$ cat src/rtl/assert_macros.svh
// Assertion macros for the RTL file that carries checks.
`ifndef ASSERT_MACROS_SVH
`define ASSERT_MACROS_SVH

`ifndef SYNTHESIS
// Property must hold at every clock edge outside reset.
`define NPS_ASSERT_CLK(label, clk, rst_n, prop, msg) \
    label: assert property (@(posedge clk) disable iff (!rst_n) prop) else $error(msg);
// Condition must never be true at a clock edge outside reset.
`define NPS_ASSERT_NEVER(label, clk, rst_n, cond, msg) \
    label: assert property (@(posedge clk) disable iff (!rst_n) !(cond)) else $error(msg);
`else
`define NPS_ASSERT_CLK(label, clk, rst_n, prop, msg)
`define NPS_ASSERT_NEVER(label, clk, rst_n, cond, msg)
`endif

`endif

$ cat src/rtl/nps_pkg.sv
// Types, codes and constants of the nearest point search block.
package nps_pkg;

    localparam int MAX_RECORDS_DEF = 1024;
    localparam int COORD_W = 16;
    localparam int COLOUR_W = 8;
    localparam int IDX_W = 10;
    localparam int DIST_W = 33;

    localparam logic [1:0] OP_CLEAR = 2'd0;
    localparam logic [1:0] OP_LOAD = 2'd1;
    localparam logic [1:0] OP_QUERY = 2'd2;

    localparam logic [1:0] STAT_OK = 2'd0;
    localparam logic [1:0] STAT_FULL = 2'd1;
    localparam logic [1:0] STAT_EMPTY = 2'd2;

    typedef struct packed {
        logic signed [COORD_W-1:0] x;
        logic signed [COORD_W-1:0] y;
        logic signed [COORD_W-1:0] size;
        logic [COLOUR_W-1:0] colour;
    } record_t;

    localparam int RECORD_W = $bits(record_t);

    // Tag that travels with each record through the distance pipeline.
    typedef struct packed {
        logic valid;
        logic last;
    } tag_t;

    typedef enum logic [1:0] {
        S_IDLE,
        S_SCAN,
        S_DRAIN,
        S_DONE
    } state_t;

endpackage

$ cat src/rtl/nps_dist.sv
// Shared squared-distance unit: subtract, square and sum over three stages.
module nps_dist #(
    parameter int AW = 10
) (
    input  logic                                clk,
    input  logic                                rst_n,
    input  nps_pkg::tag_t                       in_tag,
    input  logic [AW-1:0]                       in_idx,
    input  nps_pkg::record_t                    in_rec,
    input  logic signed [nps_pkg::COORD_W-1:0]  qx,
    input  logic signed [nps_pkg::COORD_W-1:0]  qy,
    output nps_pkg::tag_t                       out_tag,
    output logic [AW-1:0]                       out_idx,
    output nps_pkg::record_t                    out_rec,
    output logic [nps_pkg::DIST_W-1:0]          out_dist
);

    localparam int DW = nps_pkg::COORD_W + 1;
    localparam int SQ_W = 2 * nps_pkg::COORD_W;

    nps_pkg::tag_t tag1_reg, tag2_reg, tag3_reg;
    logic [AW-1:0] idx1_reg, idx2_reg, idx3_reg;
    nps_pkg::record_t rec1_reg, rec2_reg, rec3_reg;
    logic signed [DW-1:0] dx_reg, dy_reg;
    logic signed [DW-1:0] dx_next, dy_next;
    logic signed [2*DW-1:0] prod_x, prod_y;
    logic [SQ_W-1:0] sqx_reg, sqy_reg;
    logic [nps_pkg::DIST_W-1:0] dist_reg, dist_next;

    assign dx_next = DW'(in_rec.x) - DW'(qx);
    assign dy_next = DW'(in_rec.y) - DW'(qy);

    // A 17-bit difference squared stays below 2^32, so the low bits are exact.
    assign prod_x = dx_reg * dx_reg;
    assign prod_y = dy_reg * dy_reg;

    assign dist_next = {1'b0, sqx_reg} + {1'b0, sqy_reg};

    always_ff @(posedge clk or negedge rst_n)
    begin
        if (!rst_n)
        begin
            tag1_reg <= '0;
            tag2_reg <= '0;
            tag3_reg <= '0;
        end
        else
        begin
            tag1_reg <= in_tag;
            tag2_reg <= tag1_reg;
            tag3_reg <= tag2_reg;
        end
    end

    always_ff @(posedge clk)
    begin
        idx1_reg <= in_idx;
        rec1_reg <= in_rec;
        dx_reg <= dx_next;
        dy_reg <= dy_next;
        idx2_reg <= idx1_reg;
        rec2_reg <= rec1_reg;
        sqx_reg <= prod_x[SQ_W-1:0];
        sqy_reg <= prod_y[SQ_W-1:0];
        idx3_reg <= idx2_reg;
        rec3_reg <= rec2_reg;
        dist_reg <= dist_next;
    end

    assign out_tag = tag3_reg;
    assign out_idx = idx3_reg;
    assign out_rec = rec3_reg;
    assign out_dist = dist_reg;

endmodule

$ cat config.mk
export PLATFORM = sky130hd
export DESIGN_NAME = nps_dist
export DESIGN_NICKNAME = d
export VERILOG_FILES = /design/src/rtl/assert_macros.svh /design/src/rtl/nps_pkg.sv /design/src/rtl/nps_dist.sv
export SDC_FILE = /design/constraint.sdc
export NUM_CORES = 2
export LEC_CHECK = 0
export BUFFER_PORTS_ARGS = -buffer_cell sky130_fd_sc_hd__buf_2
export CORE_ASPECT_RATIO = 1.1
export CORE_UTILIZATION = 45
export DETAILED_ROUTE_END_ITERATION = 7
export PLACE_DENSITY = 0.64
export SYNTH_ARGS = -nofsm -noshare
export SYNTH_HDL_FRONTEND = slang
export SYNTH_SLANG_ARGS = --single-unit
$ cat constraint.sdc
create_clock -name clk -period 10.1 [get_ports clk]
set_clock_uncertainty 0.05 [all_clocks]
set_input_delay 0 -clock clk [delete_from_list [all_inputs] [get_ports clk]]
set_output_delay 0 -clock clk [all_outputs]
set_load 0.01 [all_outputs]
After elaboration in Yosys (flattened, before gate mapping):

Index checks and enable logic that the tools add are counted.

* $mul: 2
* $add $sub $neg: 3

Operator list (count)
* 17-bit by 17-bit multiplier with 32-bit output: 2
* 16-bit by 16-bit subtractor with 17-bit output: 2
* 32-bit by 32-bit adder with 33-bit output: 1

* output and inout bits: 101
* bits of input ports: 102
* bits in registers: 335
* logic and storage cells: 31

Depth between registers and ports, before layout:

* depth in word-level cells: 1
* depth in mapped cells: 25
* depth with buffers taken out: 24

Worst setup path before layout:

OpenSTA, ideal clock, no wires.

* kind: register to register
* start: register dx_reg[16]
* end: register sqx_reg[31]
* slack: 4020 ps
* cell stages (with the launch flop): 21
* arrival time: 5896 ps
* path through: dfxtp_1 > clkbuf_1 > clkbuf_1 > nand2_1 > inv_1 > fa_1 > inv_1 > fa_1 > fa_1 > fa_1 > fa_1 > fa_1 > inv_1 > ha_1 > and3_1 > and3_1 > a32o_1 > a21oi_1 > a31oi_1 > nor4_1 > a311oi_1

* longest elaborated chain between the ends: 1

Ends and longest elaborated chain
* start, declared: line nps_dist.sv:24 `logic signed [DW-1:0] dx_reg, dy_reg;`
* start signal, assigned: line nps_dist.sv:59 `dx_reg <= dx_next;`
* 17-bit by 17-bit multiplier with 32-bit output: line nps_dist.sv:34 `assign prod_x = dx_reg * dx_reg;`
* named net prod_x[31]: line nps_dist.sv:26 `logic signed [2*DW-1:0] prod_x, prod_y;`
* end signal, assigned: line nps_dist.sv:63 `sqx_reg <= prod_x[SQ_W-1:0];`
* end, declared: line nps_dist.sv:27 `logic [SQ_W-1:0] sqx_reg, sqy_reg;`

The timed path passes the listed nets, and every way through them passes these cells.

Final worst setup path:

Same ends and word-level chain as after synthesis.

==> run metrics <==
r2r worst-path depth=16; Avg Cell Area, Syn=a little over 10 µm²; post_cts resized=0; clk buf depth=3; Critical Path AT=7.28 ns; FF/Latch Area=6696 µm²; Yosys reg bits=333; startpoint types=flop; first-pass GRT wire length=roughly 100000 µm; Place WS=between 3 and 4 ns; vias in the first global route=~21000; CTS buffer count=37; total grt overflow=0; Crit Reg-Reg Endpoint=sqx_reg[31]; Seq/Total Area, Yosys=23.71%; Layout area overhead=15.35%; crit path to=sqx_reg[31]; WP data required=10.48 ns; drt initial violations=825; synth warn=0; n_diodes=0; setup ws final=3.200 ns; most frequent cell after synthesis=inv_1; crit path launch=dx_reg[16]; Initial Utilization=45.87%; largest net degree at the start of global routing=32; CTS root buf=clkbuf_16; crit-path max FO=31; CTS tree=yes; Distinct cells, synth=70; post-CTS setup buffer count=0; Worst path depth=16; Buf/Inv on CP=1; 1st-pass router iterations=5; initial antenna violation count=2; via count=19040; share of the synthesized area in the top cell type=between 30% and 40%; Final period util=68.31%; most used cell, CP=fa_1; RSZ-0062 raised after global routing=false; Post-DRT Antenna Nets=0; All-Layer GR Usage=19.62%; ys async rst share=1.802%; Synth area leader=fa_1; H-tree lvl count=2; clock insertion delay at the later pin of the skew report=roughly 0.56 ns; Placer Congestion=~0.85; Vias/cell=4.839; # DRC=0; Crit. End Element=flop; met2 WL=31490 µm; synthesized cell area=28250 µm²; Top Metal Used=met4; ranking of synthesized cells by area=fa_1, dfxtp_1, ha_1, inv_1, xnor2_1; Worst Setup Path Type=reg2reg; Die Width=240.9 µm; final wirelength=58980 µm; dpl hpwl=47690 µm; HP Start=in_rec[9]; FILL cells=5592; CP Cell Sequence=nand2_1 > fa_1 > fa_1 > fa_1 > fa_1 > fa_1 > fa_1 > inv_1 > ha_1 > and3_1 > and3_1 > a32o_1 > a21oi_1 > a31oi_1 > nor4_1 > a311oi_1; Final Hold Viols=0; most frequently used flop master after synthesis=dfxtp_1; Worst Hold Class=in2reg; layout cells sized above 1=9.293%; IO buf count=202; metal1 wirelength=approximately 24000 µm; Rows=95; top cells by count, synth=inv_1, fa_1, dfxtp_1, ha_1, nand2_1; Worst path max stage delay=1.05 ns; Core Region=61570 µm²; syn nets=about 3600; Post-layout nets=roughly 3900; # IOs=203; CP max-delay cell=dfxtp_1; DR WL/cell=approximately 15 µm; reg2reg setup slack=3.20 ns; CTS sink cnt=333; setup violators final=0; met3 wire length=~2500 µm; area of the die=63780 µm²; EDFF count, synth=0; outcome=complete, no violations; RR Startpoint=dx_reg[16]; setup_tns=0 ns; multi-input logic area=about 19000 µm²; fin. max-slew vios=0; DIE HEIGHT=264.8 µm; Slew headroom=26.43%; Mapped Cells=2776; Crit path max-delay family=adder cells; Max Fclk=144.9 MHz; minimum clock period=6.900 ns; worst slew pin tran=around 1.1 ns; Clk pin slew, worst setup/hold paths=0.07 ns; max-cap violation count=0
[kinds of logic after synthesis]
kind of cell	Yosys count	synth area share, %
and+or+nand+nor	538	9.236
buffers and inverters	785	10.44
DFF	333	23.71
muxes	3	0.1152
xor gates and xnor gates	132	4.093
AOI/OAI and AO/OA	243	5.883
adders and majority gates	742	46.53
[metrics by stage]
stage               utilization, %  std cells  hold WS (ns)  area (µm²)
global route                 52.92       3934       0.01776       32580
global placement             48.90       3754       -0.2312       30110
finish                       52.92       3934       0.03287       32580
detailed placement           48.90       3754       -0.2230       30110
floorplan                        -       2776       -0.3456       28250
CTS                          52.92       3934     0.0007164       32580
[worst reg2reg max path, cell delays in order (launching register included)]
cell and delay (ns):
dfxtp_1 1.05, nand2_1 0.32, fa_1 0.62, fa_1 0.83
fa_1 0.53, fa_1 0.57, fa_1 0.43, fa_1 0.49
inv_1 0.04, ha_1 0.34, and3_1 0.25, and3_1 0.20
a32o_1 0.20, a21oi_1 0.30, a31oi_1 0.21, nor4_1 0.27
a311oi_1 0.08
[layout make-up]
class,count,area share (%)
multi-input combinational,1658,57.09
sequential,333,20.55
inverter,736,8.479
timing repair buffer,317,6.628
tap,824,3.164
clock buffer,45,2.995
clock inverter,21,1.087
[repair_timing]
| action | CTS | global route |
|---|---|---|
| hold buffers | 114 | 0 |
| hold endpoints to repair | 106 | 0 |
| setup endpoints to repair | 0 | 0 |
[cells in the final DEF (no fill, tap or decap), types with 6 or more instances in the layout]
master	n
inv_1	736
fa_1	514
dfxtp_1	327
ha_1	228
buf_2	202
nand2_1	200
dlygate4sd3_1	114
and2_1	109
xnor2_1	98
nor2_1	85
a21oi_1	75
clkbuf_16	37
nor2b_1	35
o21ai_0	35
xor2_1	34
nor3_1	30
a21o_1	23
nand3_1	22
nand2b_1	18
o21a_1	15
and3_1	14
or3_1	9
o21bai_1	8
a31oi_1	8
bufinv_16	8
o211ai_1	7
a21boi_0	7
a31o_2	6
clkbuf_1	6
dfrtp_1	6
[routing by layer]
| metal | global-route usage [%] | up-vias |
|---|---|---|
| met5 | 0 | - |
| met4 | 5.611 | 0 |
| met3 | 2.822 | 98 |
| met2 | 36.44 | 364 |
| met1 | 23.21 | 9673 |
| li1 | - | 8903 |
[worst min-delay path by stage]
stage / to / slack, ns / cells after the start
after floorplan: out_tag[0] / -0.35 / 0
after global placement: out_tag[0] / -0.23 / 1
after detailed placement: tag1_reg[0] / -0.22 / 1
after CTS: rec1_reg[33] / 0.0007 / 2
after global routing: rec1_reg[4] / 0.02 / 2
final: rec1_reg[9] / 0.03 / 2
Power is not shown: default switching activity piles up to over one toggle a cycle in this logic, so the estimate is an artifact.
