===== config.mk =====
export PLATFORM = sky130hd
export DESIGN_NAME = nps_ram
export DESIGN_NICKNAME = d
export VERILOG_FILES = /design/src/rtl/assert_macros.svh /design/src/rtl/nps_ram.sv
export SDC_FILE = /design/constraint.sdc
export NUM_CORES = 1
export LEC_CHECK = 0
export BUFFER_PORTS_ARGS = -buffer_cell sky130_fd_sc_hd__buf_2
export CAP_MARGIN = 10
export CORE_MARGIN = 2
export CORE_UTILIZATION = 50
export DETAILED_ROUTE_END_ITERATION = 10
export GPL_TIMING_DRIVEN = 0
export MAX_ROUTING_LAYER = met4
export PLACE_DENSITY = 0.7
export SLEW_MARGIN = 20
export SYNTH_ARGS = -nofsm -noshare
export SYNTH_HDL_FRONTEND = slang
export SYNTH_SLANG_ARGS = --single-unit

===== constraint.sdc =====
create_clock -name clk -period 4.3 [get_ports clk]
set_input_delay 0.43 -clock clk [delete_from_list [all_inputs] [get_ports clk]]
set_output_delay 0.43 -clock clk [all_outputs]
set_load 0.01 [all_outputs]

===== src/rtl/assert_macros.svh =====
// Assertion macros for the RTL file that carries checks.
`ifndef ASSERT_MACROS_SVH
`define ASSERT_MACROS_SVH

`ifndef SYNTHESIS
// Property must hold at every clock edge outside reset.
`define NPS_ASSERT_CLK(label, clk, rst_n, prop, msg) \
    label: assert property (@(posedge clk) disable iff (!rst_n) prop) else $error(msg);
// Condition must never be true at a clock edge outside reset.
`define NPS_ASSERT_NEVER(label, clk, rst_n, cond, msg) \
    label: assert property (@(posedge clk) disable iff (!rst_n) !(cond)) else $error(msg);
`else
`define NPS_ASSERT_CLK(label, clk, rst_n, prop, msg)
`define NPS_ASSERT_NEVER(label, clk, rst_n, cond, msg)
`endif

`endif


===== src/rtl/nps_ram.sv =====
// Generic single-write, single-read RAM with registered read data.
module nps_ram #(
    parameter int WIDTH = 8,
    parameter int DEPTH = 16,
    parameter int AW = (DEPTH > 1) ? $clog2(DEPTH) : 1
) (
    input  logic             clk,
    input  logic             we,
    input  logic [AW-1:0]    waddr,
    input  logic [WIDTH-1:0] wdata,
    input  logic             re,
    input  logic [AW-1:0]    raddr,
    output logic [WIDTH-1:0] rdata
);

    logic [WIDTH-1:0] mem [DEPTH];
    logic [WIDTH-1:0] rdata_reg;

    always_ff @(posedge clk)
    begin
        if (we)
        begin
            mem[waddr] <= wdata;
        end
        if (re)
        begin
            rdata_reg <= mem[raddr];
        end
    end

    assign rdata = rdata_reg;

endmodule


* After elaboration in Yosys (flattened, before gate mapping)
Memories as Yosys holds them, arrays and structs flattened. A register that Yosys moved wholly into a read port is not among the register bits.
Index checks and enable logic that the tools add are counted.
** Storage, ports and cells
- Bits in registers :: 0
- RAM bits :: 128
- Logic and storage cells :: 3
- Latch bits :: 0
- ROM bits :: 0
- Memories kept :: 1
** Memories
- mem :: words 16, bits a word 8, read ports 1, clocked after Yosys merged registers in 1, wr ports 1, line nps_ram.sv:16 : logic [WIDTH-1:0] mem [DEPTH];
** Cells by class
- Muxes and demuxes :: 2
- Shift operators :: 0
- Reductions and logical operators :: 0
- Equal/unequal tests :: 0
- Multipliers :: 0
- Order comparisons :: 0
- Add/subtract/negate cells :: 0
- Div/mod/pow operators :: 0
- Bitwise operators :: 0
** Operator list (count)
- $mux W1 :: 2

* Depth between registers and ports, before layout
Gate-level depths: netlist of the first run.
- Depth after elaboration :: 2
- Depth in mapped cells :: 5
- Depth with buffers taken out :: 3

* Least setup slack after synthesis of the first run
OpenSTA, ideal clock, no wires.
- Kind :: in2reg
- Start :: in waddr[2]
- End :: mem mem[0][0] (enable)
- Cell stages on the path :: 2
- Buffers on the path :: 0
- Library setup time :: 0.383 ns
- Slack :: 2.377 ns
- Arrival :: 1.540 ns
- Cell sequence :: or3b_2 nor3_1
** RTL lines
- start, declared :: line nps_ram.sv:9 : input logic [AW-1:0] waddr,
- end, declared :: line nps_ram.sv:16
No word-level cell before the write port.

* Final worst setup path of the first run
- Start :: in waddr[2]
- End :: mem mem[2][5] (enable)
No word-level cell before the write port.

==> results.toml, run 1 <==
[pwr]
seqPwrFrac_pct = 46.7
clock_power_share_pct = 48.9
power.leakage_nw = 2.07
intPower_mw = 2.60
power.total_mw = 3.22
powerDensity_nw_per_um2 = 520
swShare_pct = 19.0
power_switching_mw = 0.612
peakVddDrop_uv = 260
comb_power_share_pct = 4.4

[cts]
cts_root_buf = "clkbuf_8"
clk_latency_ns = 0.52
cts_tree = "yes"
clockBufferDepth = 2
cts_buffers = 17
cts.sinks = 136
cts_setup_buffers = 0
clk_pin_slew_ns = 0.06
ctsResizeCount = 0
cts_hold_buf = 0
cts-htree-levels = 4

[timing]
rsz0062_at_grt = "no"
drv_slew = 0
max_slew.worst_pin.slew_ns = 0.829
finalSetupViolCount = 0
hold_ws_ns = 0.255
final-hold-violation-count = 0
period_share_pct = 36.8
max_freq_ghz = 0.632
relSlewSlack_pct = 44.6
fin_setup_tns_ns = 0
min_period_ns = 1.58
worst_slack_ns = 2.72
clock-skew-final_ns = 0.00700

[placement]
gp_congestion = 0.756
post_dp_cell_area_sq_um = 5540
detailedPlace.worstSlack_ns = 2.18
io_buffers = 25
dp_cells = 390
dp_hpwl_um = 6070

[drt]
routedWlPerCell_um = 23.7
vias = 2434
dr.pass1.iters = 4
drc = 0
ant_nets = 0
drt-total-wl_um = 9990
drt_iter0_markers = 181
via_per_inst = 5.78

[run_status]
status = "completed"

[floorplanning]
die_area_sq_um = 11300
start_util_pct = 51.1
row_count = 37
pin_count = 27
core_sq_um = 10200
die_width_um = 106
die_h_um = 106

[finish]
largest_reg_flops = 128
final_cells = 421
n_fill_cell = 711
layout_common_cells = "136 x edfxtp_1, 28 x buf_2, 18 x mux4_2"
multi_input_area_sq_um = 1080
drive_gt1_share_pct = 30.5
diodes = 0
seq_area_sq_um = 4080
final_common_cell = "edfxtp_1"
finish.utilization_pct = 60.5
layout.nets = 292
design_area_sq_um = 6190
area_growth_pct = 18.4

[worst_setup_path]
critPathMaxFanout = 8
crit_end = "mem[2][5]$_DFFE_PP_"
critical_path_arrival_ns = 1.72
critical_path_class = "primary input to flip-flop"
start_kind = "primary input"
worst_setup_path_end_kind = "flip-flop"
rr_worst_depth = 3
r2r_start = "mem[7][7]$_DFFE_PP_"
rrSetupSlack_ns = 2.76
rr_endpoint = "rdata[7]$_DFFE_PP_"
path_cells = "buf_2, or3b_2, nor2_1"
required_ns = 4.44
critPathSlowestCell = "nor2_1"
slowest_delay_ns = 0.64
cp-startpoint = "waddr[2]"

[min_path]
hp-class = "primary input to flip-flop"

[yosys]
synth_cells = 229
synth.distinct_cells = 18
ys_ff_latch = 136
synth.cell_area_sq_um = 5230
synth_area_per_cell_sq_um = 22.8
ys_seq_area_share_pct = 78.1
ys_warn_count = 0
synth_nets = 248

[global_route]
grt_pass1_vias = 2458
antenna_found_initial = 0
overflow = 0
grt_util_all_layers_pct = 20.3
grt_pass1_wl_um = 15000
grt_max_degree = 17

[run]
cap_violations = 0
[power groups by stage]
stage	registers (mW)	logic [mW]	clock network (mW)
6_report	1.50	0.143	1.57
5_1_grt	1.50	0.155	1.65
4_1_cts	1.50	0.144	1.59
3_5_place_dp	1.53	0.143	0
3_3_place_gp	1.53	0.138	0
2_1_floorplan	1.53	0.0754	0
[critical path, delay by kind of cell]
family | cells | cell delay (ns)
simple gates | 2 | 1.17
buf+inv | 1 | 0.11
[final cells by class]
class | instances | share of cell area [%]
multi-input combinational | 83 | 17.4
tap | 136 | 2.75
clock inverter | 13 | 3.68
sequential | 136 | 66.0
buffer | 10 | 1.40
clock buffer | 18 | 6.75
timing repair buffer | 25 | 2.02
[synth_stat cells]
master | count | area share, %
clkdlybuf4s25_2 | 3 | 0.57
mux4_2 | 18 | 7.8
nor2_1 | 13 | 0.93
nand2b_1 | 2 | 0.24
edfxtp_1 | 136 | 78
buf_2 | 3 | 0.29
or3b_2 | 1 | 0.17
nor3_1 | 4 | 0.38
mux4_1 | 14 | 7.0
buf_4 | 1 | 0.14
a22oi_1 | 16 | 2.3
nand2_1 | 9 | 0.65
and2_1 | 1 | 0.12
buf_6 | 3 | 0.65
and2b_1 | 1 | 0.14
nor2b_1 | 1 | 0.12
nand3b_1 | 2 | 0.29
nand3_1 | 1 | 0.096
[cells by family after synthesis]
group           count (synthesis)  synth area share, %
buf+inv                        10                 1.65
simple gates                   35                 3.14
mux                            32                 14.8
flops                         136                 78.1
compound gates                 16                 2.30
[metal layers]
metal	share of wire (%)	routed length, um	up-vias	global-route usage (%)
met5	0	0	-	-
met1	42	4190	1265	27.0
li1	-	-	1069	-
met3	5.7	571	12	4.23
met2	51	5100	88	31.0
met4	1.3	129	0	8.46
[how the worst min path moves through the flow]
stage	startpoint	end	slack [ns]	cells past startpoint
after floorplan	wdata[0]	mem[0][0]$_DFFE_PP_	0.53	0
after global placement	mem[8][2]$_DFFE_PP_	rdata[2]$_DFFE_PP_	0.73	3
after detailed placement	mem[8][1]$_DFFE_PP_	rdata[1]$_DFFE_PP_	0.75	3
after CTS	re	rdata[3]$_DFFE_PP_	0.23	1
after global routing	re	rdata[3]$_DFFE_PP_	0.24	1
final	re	rdata[3]$_DFFE_PP_	0.26	1
No activity file was read; power rests on OpenSTA's default activity.
==> run 2, diff against run 1 <==
--- a/config.mk
+++ b/config.mk
@@ -5,6 +5,7 @@
 export SDC_FILE = /design/constraint.sdc
 export NUM_CORES = 1
 export LEC_CHECK = 0
+export ABC_AREA = 1
 export BUFFER_PORTS_ARGS = -buffer_cell sky130_fd_sc_hd__buf_2
 export CAP_MARGIN = 10
 export CORE_MARGIN = 2
@@ -12,7 +13,7 @@
 export DETAILED_ROUTE_END_ITERATION = 10
 export GPL_TIMING_DRIVEN = 0
 export MAX_ROUTING_LAYER = met4
-export PLACE_DENSITY = 0.7
+export PLACE_DENSITY = 0.73
 export SLEW_MARGIN = 20
 export SYNTH_ARGS = -nofsm -noshare
 export SYNTH_HDL_FRONTEND = slang
==> constraint.sdc (replaced) <==
create_clock -name clk -period 1.3 [get_ports clk]
set_input_delay 0.13 -clock clk [delete_from_list [all_inputs] [get_ports clk]]
set_output_delay 0.13 -clock clk [all_outputs]
set_load 0.01 [all_outputs]
==> results.toml, run 2 <==
[drt]
routedWlPerCell_um = 18.3
vias = 3977
via_per_inst = 5.31
drc = 0
ant_nets = 0
dr.pass1.iters = 6
drt_iter0_markers = 416
drt-total-wl_um = 13700

[cts]
cts_root_buf = "clkbuf_16"
cts-htree-levels = 4
cts_tree = "yes"
cts_buffers = 17
cts_setup_buffers = 0
cts.sinks = 136
clk_pin_slew_ns = 0.06
clk_latency_ns = 0.41
clockBufferDepth = 2

[finish]
diodes = 0
design_area_sq_um = 6730
layout_common_cells = "173 x nand2_1, 136 x edfxtp_1, 100 x inv_1"
drive_gt1_share_pct = 12.7
area_growth_pct = 15.1
seq_area_sq_um = 4080
multi_input_area_sq_um = 1220
finish.utilization_pct = 58.9
n_fill_cell = 939
layout.nets = 612
final_cells = 749
final_common_cell = "nand2_1"
largest_reg_flops = 128

[worst_setup_path]
cp-startpoint = "waddr[3]"
critical_path_arrival_ns = 1.33
rrSetupSlack_ns = 0.11
critical_path_class = "primary input to flip-flop"
critPathSlowestCell = "nor2_1"
r2r_start = "mem[14][7]$_DFFE_PP_"
rr_worst_depth = 6
start_kind = "primary input"
path_cells = "buf_2, nand3b_1, nor2_1"
worst_setup_path_end_kind = "flip-flop"
critPathMaxFanout = 8
slowest_delay_ns = 0.83
required_ns = 1.33

[floorplanning]
die_width_um = 112
pin_count = 27
die_h_um = 112
core_sq_um = 11400
die_area_sq_um = 12600
start_util_pct = 51.2
row_count = 39

[yosys]
ys.flop_type = "edfxtp_1"
synth_top_cell_by_area = "edfxtp_1"
synth_area_per_cell_sq_um = 10.6
synth_nets = 570
synth_most_common_cell = "nand2_1"
ys_top_cells_by_count = "173 x nand2_1, 136 x edfxtp_1, 100 x inv_1"
ys_ff_latch = 136
synth_edf_count = 136
ys_warn_count = 0
synth.distinct_cells = 11
ys_async_sr_fraction_pct = 0
yosysTopAreaCellShare_pct = 69.8
synth_cells = 551
synth.cell_area_sq_um = 5850
yosys-top-cells-area = "edfxtp_1 70%, nand2_1 11%, nand3_1 8.3%"
ys_seq_area_share_pct = 69.8

[timing]
clock-skew-final_ns = 0.00703
period_share_pct = 100
min_period_ns = 1.30
rsz0062_at_grt = "yes"
finalSetupViolCount = 4
drv_slew = 0
final-hold-violation-count = 0
worst_slack_ns = -0.00144
max_slew.worst_pin.slew_ns = 1.04
max_freq_ghz = 0.768
relSlewSlack_pct = 30.1

[pwr]
powerDensity_nw_per_um2 = 1530
peakVddDrop_uv = 779
power.total_mw = 10.3
power.leakage_nw = 2.90

[run]
cap_violations = 0

[run_status]
status = "finished with violations"
violations = "setup timing"

[placement]
dp_cells = 717
io_buffers = 23
dp_hpwl_um = 8780
post_dp_cell_area_sq_um = 6140
detailedPlace.worstSlack_ns = -0.384
gp_congestion = 0.918

[global_route]
grt_max_degree = 17
grt_pass1_vias = 3803
overflow = 0
grt_util_all_layers_pct = 23.3
antenna_found_initial = 0
grt_pass1_wl_um = 21100

[min_path]
hp-class = "primary input to flip-flop"
hp-start = "re"
min_path_cells = 1
[run 2: final cells by class]
type / count / share of cell area (%)
plain buffers: 24 / 2.47
clock buffers: 18 / 6.38
clock inverters: 14 / 2.34
inverters: 102 / 5.69
multi-input cells: 289 / 18.1
flip-flops and latches: 136 / 60.7
well taps: 143 / 2.66
repair buffers: 23 / 1.71
[run 2: timing repair]
action	4_1_cts	5_1_grt
hold buffers	0	0
setup endpoints to repair	0	8
resized for setup	0	1
endpoints found under the hold margin	0	0
[run 2: power by group]
part | total (mW) | internal, mW | switching [mW]
clock | 4.72 | 2.98 | 1.74
combinational | 0.636 | 0.184 | 0.451
sequential | 4.97 | 4.94 | 0.0236
[run 2: worst max-delay path: cells and delay by family]
kind / cells / cell delay (ns)
and+or+nand+nor: 2 / 1.07
buffers and inverters: 1 / 0.12
[run 2: cells by family (layout without fill, tap and decap cells)]
group	count (synthesis)	count (layout)	synth area share, %
flip-flops	136	136	69.8
buffers and inverters	126	181	9.39
AND/OR/NAND/NOR	289	289	20.8
[run 2: worst paths after layout]
check                             end
setup / recovery  mem[5][5]$_DFFE_PP_
hold / removal     rdata[6]$_DFFE_PP_
setup reg to reg   rdata[7]$_DFFE_PP_
hold reg to reg    rdata[5]$_DFFE_PP_
[run 2: through the flow]
step                       TNS, ns  hold slack (ns)
after detailed placement    -25.15            0.483
after CTS                        0           0.0586
after floorplan                  0            0.229
after global placement      -20.44            0.460
final                     -0.00364           0.0593
after global routing        -0.403           0.0691
[run 2: metal layers]
layer | global-route usage, % | vias up | part of all wire, %
met5 | - | - | 0
met4 | 8.70 | 0 | 2.0
met3 | 4.81 | 21 | 8.6
met2 | 36.5 | 211 | 48
met1 | 30.5 | 1875 | 41
li1 | - | 1870 | -
